### src/design/ptpq_pkg.sv
// shared types and constants of the periodic timer priority queue
`default_nettype none

package ptpq_pkg;

  localparam int unsigned TimeBits   = 48;
  localparam int unsigned HandleBits = 8;
  localparam int unsigned MaxResults = 16;
  localparam int unsigned IdxW       = $clog2(MaxResults);
  localparam int unsigned NpopW      = $clog2(MaxResults + 1);

  localparam logic OpAdd  = 1'b0;
  localparam logic OpPoll = 1'b1;

  localparam logic [1:0] KindAck   = 2'd0;
  localparam logic [1:0] KindFired = 2'd1;
  localparam logic [1:0] KindNone  = 2'd2;

  typedef struct packed {
    logic                  opcode;
    logic [HandleBits-1:0] timer_id;
    logic [TimeBits-1:0]   expire_time;
    logic [TimeBits-1:0]   interval_us;
    logic [TimeBits-1:0]   now_us;
  } item_t;

  typedef struct packed {
    logic [1:0]            kind;
    logic [HandleBits-1:0] fired_id;
    logic                  add_status;
    logic                  became_earliest;
    logic [TimeBits-1:0]   next_expire;
    logic                  queue_empty;
    logic                  last;
  } result_t;

  typedef struct packed {
    logic            load;
    logic            insert;
    logic            pop;
    logic            sum;
    logic            emit_ack;
    logic            emit_fire;
    logic            emit_none;
    logic            last;
    logic [IdxW-1:0] idx;
  } cmd_t;

  typedef struct packed {
    logic head_due;
    logic iv_nz;
  } sts_t;

endpackage

`default_nettype wire

### src/design/ptpq_ctrl.sv
// sequencing state machine of the periodic timer priority queue
`default_nettype none

module ptpq_ctrl (
  input  wire logic           clk_i,
  input  wire logic           rst_ni,
  input  wire logic           start,
  input  wire logic           opcode_i,
  output logic                busy,
  output ptpq_pkg::cmd_t      cmd_o,
  input  wire ptpq_pkg::sts_t sts_i
);
  import ptpq_pkg::*;

  typedef enum logic [2:0] {
    StIdle,
    StAdd,
    StAck,
    StPop,
    StSum,
    StRearm,
    StEmit,
    StNone
  } state_e;

  state_e           state_q;
  logic [NpopW-1:0] npop_q;
  logic [IdxW-1:0]  idx_q;
  logic             can_pop;
  logic             idx_last;

  assign busy     = (state_q != StIdle);
  assign can_pop  = sts_i.head_due && (npop_q < NpopW'(MaxResults));
  assign idx_last = ({1'b0, idx_q} + NpopW'(1)) == npop_q;

  always_comb begin
    cmd_o     = '0;
    cmd_o.idx = idx_q;
    case (state_q)
      StIdle: begin
        cmd_o.load = start;
      end
      StAdd: begin
        cmd_o.insert = 1'b1;
      end
      StAck: begin
        cmd_o.emit_ack = 1'b1;
        cmd_o.last     = 1'b1;
      end
      StPop: begin
        cmd_o.pop = can_pop;
        cmd_o.idx = npop_q[IdxW-1:0];
      end
      StSum: begin
        cmd_o.sum = 1'b1;
      end
      StRearm: begin
        cmd_o.insert = sts_i.iv_nz;
      end
      StEmit: begin
        cmd_o.emit_fire = 1'b1;
        cmd_o.last      = idx_last;
      end
      StNone: begin
        cmd_o.emit_none = 1'b1;
        cmd_o.last      = 1'b1;
      end
      default: begin
        cmd_o = '0;
      end
    endcase
  end

  always_ff @(posedge clk_i or negedge rst_ni) begin
    if (!rst_ni) begin
      state_q <= StIdle;
      npop_q  <= '0;
      idx_q   <= '0;
    end else begin
      case (state_q)
        StIdle: begin
          if (start) begin
            npop_q  <= '0;
            idx_q   <= '0;
            state_q <= (opcode_i == OpAdd) ? StAdd : StPop;
          end
        end
        StAdd: begin
          state_q <= StAck;
        end
        StAck: begin
          state_q <= StIdle;
        end
        StPop: begin
          if (can_pop) begin
            npop_q <= npop_q + NpopW'(1);
          end else if (npop_q == '0) begin
            state_q <= StNone;
          end else begin
            idx_q   <= '0;
            state_q <= StSum;
          end
        end
        StSum: begin
          state_q <= StRearm;
        end
        StRearm: begin
          if (idx_last) begin
            idx_q   <= '0;
            state_q <= StEmit;
          end else begin
            idx_q   <= idx_q + IdxW'(1);
            state_q <= StSum;
          end
        end
        StEmit: begin
          if (idx_last) begin
            state_q <= StIdle;
          end else begin
            idx_q <= idx_q + IdxW'(1);
          end
        end
        StNone: begin
          state_q <= StIdle;
        end
        default: begin
          state_q <= StIdle;
        end
      endcase
    end
  end

endmodule

`default_nettype wire

### config.mk
export PLATFORM = sky130hd
export DESIGN_NAME = ptpq_ctrl
export DESIGN_NICKNAME = d
export VERILOG_FILES = /design/src/design/ptpq_pkg.sv /design/src/design/ptpq_ctrl.sv
export SDC_FILE = /design/constraint.sdc
export NUM_CORES = 1
export LEC_CHECK = 0
export ABC_AREA = 1
export BUFFER_PORTS_ARGS = -buffer_cell sky130_fd_sc_hd__buf_4
export CORE_MARGIN = 2
export CORE_UTILIZATION = 40
export DETAILED_ROUTE_END_ITERATION = 7
export GPL_ROUTABILITY_DRIVEN = 0
export GPL_TIMING_DRIVEN = 0
export PLACE_DENSITY_LB_ADDON = 0.12
export SYNTH_ARGS = -nofsm -noshare
export SYNTH_HDL_FRONTEND = slang
export SYNTH_SLANG_ARGS = --single-unit
### constraint.sdc
create_clock -name clk_i -period 2.02 [get_ports clk_i]
set_clock_uncertainty 0.1 [all_clocks]
set_input_delay 0.404 -clock clk_i [delete_from_list [all_inputs] [get_ports clk_i]]
set_output_delay 0.404 -clock clk_i [all_outputs]
set_load 0.02 [all_outputs]
==> run summary <==
- Hold Path Origin: opcode_i
- via count of the routed design: 1113
- Gate Count Post-Synth: 156
- slack of the critical path: -0.245 ns
- number of synthesized register bits: 12
- Slew @ Worst Pin: 0.313 ns
- RSZ-0062 raised after global routing: yes
- netlist area before placement: 1040 sq um
- DR DRC count: 0
- endpoints failing setup: 1
- worst-case register-to-register setup slack: 0.21 ns
- outcome: finished, violations left
- post-route met1 wirelength: 1170 um
- post-route antenna net violation count: 0
- root buffer cell: clkbuf_4
- ant diodes: 0
- routed wire length on met2: 1250 um
- worst hold path class: input pin to flip-flop
- cell count of the worst hold path: 5
- Worst Path Required: 1.52 ns
- ordered list of cells on the worst path: ha_4 -> nand2_2 -> nand2_2 -> nor2_4 -> nor2_4 -> nand3_4 -> a21oi_2 -> or2_4 -> buf_6
- number of DRC markers after the initial detailed-route iteration: 33
- final global-route overflow total: 0
- yosys synthesis warning count: 0
- clock share of power: 11.6%
- power density over cell area: 1220 nW/um^2
- startpoint type of the worst setup path: flip-flop
- IO buf count: 18
- H-tree Lvls: 1
- number of CTS-inserted buffers: 3
- placed inst area: 1220 sq um
- number of antenna violations at the first check in global routing: 0
- leading cell type in the layout, fill and taps excluded: nand2_1
- worst endpoint data arrival time: 1.76 ns
- Setup crit end kind: output pin
- signed area change from the synthesized netlist to the final layout: 35.5%
- die boundary width: 55.1 um
- WL per Instance: 11.8 um
- violated checks: negative setup slack
- register area share after synthesis: 28.8%
- vias in the first global route: 926
- Initial Util: 42.1%
- terminating pin of the worst hold path: state_q[1]
- Synth Net Count: 165
- average instance area after synthesis: 6.69 sq um
- fin nets: 198
- FF-to-FF Start: idx_q[1]
- highest cell delay on the worst timing path: 0.44 ns
- Reg2Reg Capture Point: idx_q[1]
- Max Used Layer: met4
- total chip power: 1.73 mW
- total net switching power: 0.870 mW
- first-pass iteration count of the detailed router: 4
- DRT Wirelength: 2570 um
- synth unique cells: 22
- Bufs and invs on worst path: 1
- share of total power in sequential cells: 21.7%
- Internal Power: 0.858 mW
- portion of the clock cycle consumed by the worst path in the final layout: 112%
- depth of the worst register-to-register path: 11
- Worst-path clk slew: 0.08 ns
- Tot GR Track Use: 19.8%
- post-layout minimum cycle time: 2.26 ns
- clk_lat worst skew: 0.28 ns
- family with the most delay on the worst path: simple AND/OR/NAND/NOR gates
- IO Pins: 19
- fin cells: 218
- kind of critical path: flip-flop to output pin
- worst max-slew margin expressed relative to the limit: 79.1%
- number of max-slew violations in the final report: 0
- share of cells above drive strength 1: 41.0%
- number of sinks handled by clock tree synthesis: 12
- number of maximum-capacitance violations: 0
- area enclosed by the die boundary: 3030 sq um
- VDD IR max: 933 uV
- net switching share of the total power: 50.4%
- Placement Rows: 18
- Die Height: 55.1 um
- worst-path cell with the longest stage delay: dfrtp_2
- global-route wire length before repair: 4200 um
- smallest hold slack: 0.339 ns
- met3 wire len: 102 um
- pin count of the biggest net entering global routing: 13
- hold violation total from the final report: 0
- Leakage: 0.697 nW
- core footprint: 2480 sq um
- final design area excluding fillers: 1410 sq um
- Crit Path Max Fanout: 4
- power share of the combinational group: 66.7%
- Longest Clk Path Bufs: 2
- total placed cells including tap cells: 204
- CTS tree: done
- commonest non-fill, non-tap cells in the layout: 41 x nand2_1, 26 x buf_4, 15 x nand3_1
- vias per cell: 5.11
- timing-limited maximum frequency: 442 MHz
- worst setup path start: idx_q[0]
- placed wire-length estimate after detailed placement: 1880 um
- Final TNS setup: -0.245 ns
power groups by stage:
stage | sequential, mW | clock (mW) | combinational (mW)
floorplan | 0.352 | 0 | 0.718
global placement | 0.368 | 0 | 0.959
detailed placement | 0.369 | 0 | 0.967
CTS | 0.364 | 0.207 | 1.10
global route | 0.386 | 0.218 | 1.27
finish | 0.374 | 0.201 | 1.15
final cells by class:
class | count | area (sq um)
Fill cell | 245 | 1060
Inverter | 23 | 88.8
Timing Repair Buffer | 28 | 216
Clock buffer | 4 | 36.3
Multi-Input combinational cell | 120 | 718
Buffer | 1 | 11.3
Tap cell | 30 | 37.5
Sequential cell | 12 | 305
synthesized netlist by cell type, drive strengths merged:
library cell	n	area, sq um
dfrtp	12	300
inv	23	88.8
nand2	51	214
nor3	6	57.6
nor2	20	113
buf	1	11.3
ha	3	37.5
nand3	18	100
a21oi	8	43.8
or2	1	6.26
o21ai	8	40.0
nand4	5	31.3
cells by family (layout without fill, tap and decap cells):
kind of cell / after synthesis / after routing / share of synthesized area, %
adders and majority gates: 3 / 3 / 3.60
DFF: 12 / 12 / 28.8
buffers and inverters: 24 / 56 / 9.59
AOI/OAI and AO/OA: 16 / 16 / 8.03
and+or+nand+nor: 101 / 101 / 50.0
registers in the layout, summed over array words and instances, names as in the netlist:
register  count
state_q       3
idx_q         4
npop_q        5
worst max path at each step:
stage,cells past startpoint,slack [ns],endpoint
finish,9,-0.24,cmd_o[4]
global route,9,-0.34,cmd_o[4]
CTS,10,-0.25,cmd_o[4]
detailed placement,10,-0.23,cmd_o[4]
global placement,10,-0.24,cmd_o[4]
floorplan,9,0.006,cmd_o[4]
timing repair:
item	in CTS	in global routing
hold buffers	1	0
pin swaps	4	4
buffers inserted	5	4
setup endpoints to repair	2	6
hold endpoints to repair	12	0
resized for setup	17	11
gates cloned	0	0
stage by stage:
stage	util (%)	setup WS [ns]
finish	57.1	-0.245
global route	57.1	-0.339
CTS	54.6	-0.247
detailed placement	49.1	-0.229
global placement	49.1	-0.236
floorplan	-	0.00620
worst min-delay path, delay by kind of cell:
family	cells	cell delay, ns
buffers and inverters	1	0.08
and+or+nand+nor	4	0.21
routing by layer:
metal / global-route usage [%] / up-vias
li1: - / 571
met4: 8.54 / 0
met1: 27.0 / 516
met3: 3.23 / 5
met2: 31.0 / 21
met5: 0 / -
Note: power is estimated with default switching activity, not from simulation.
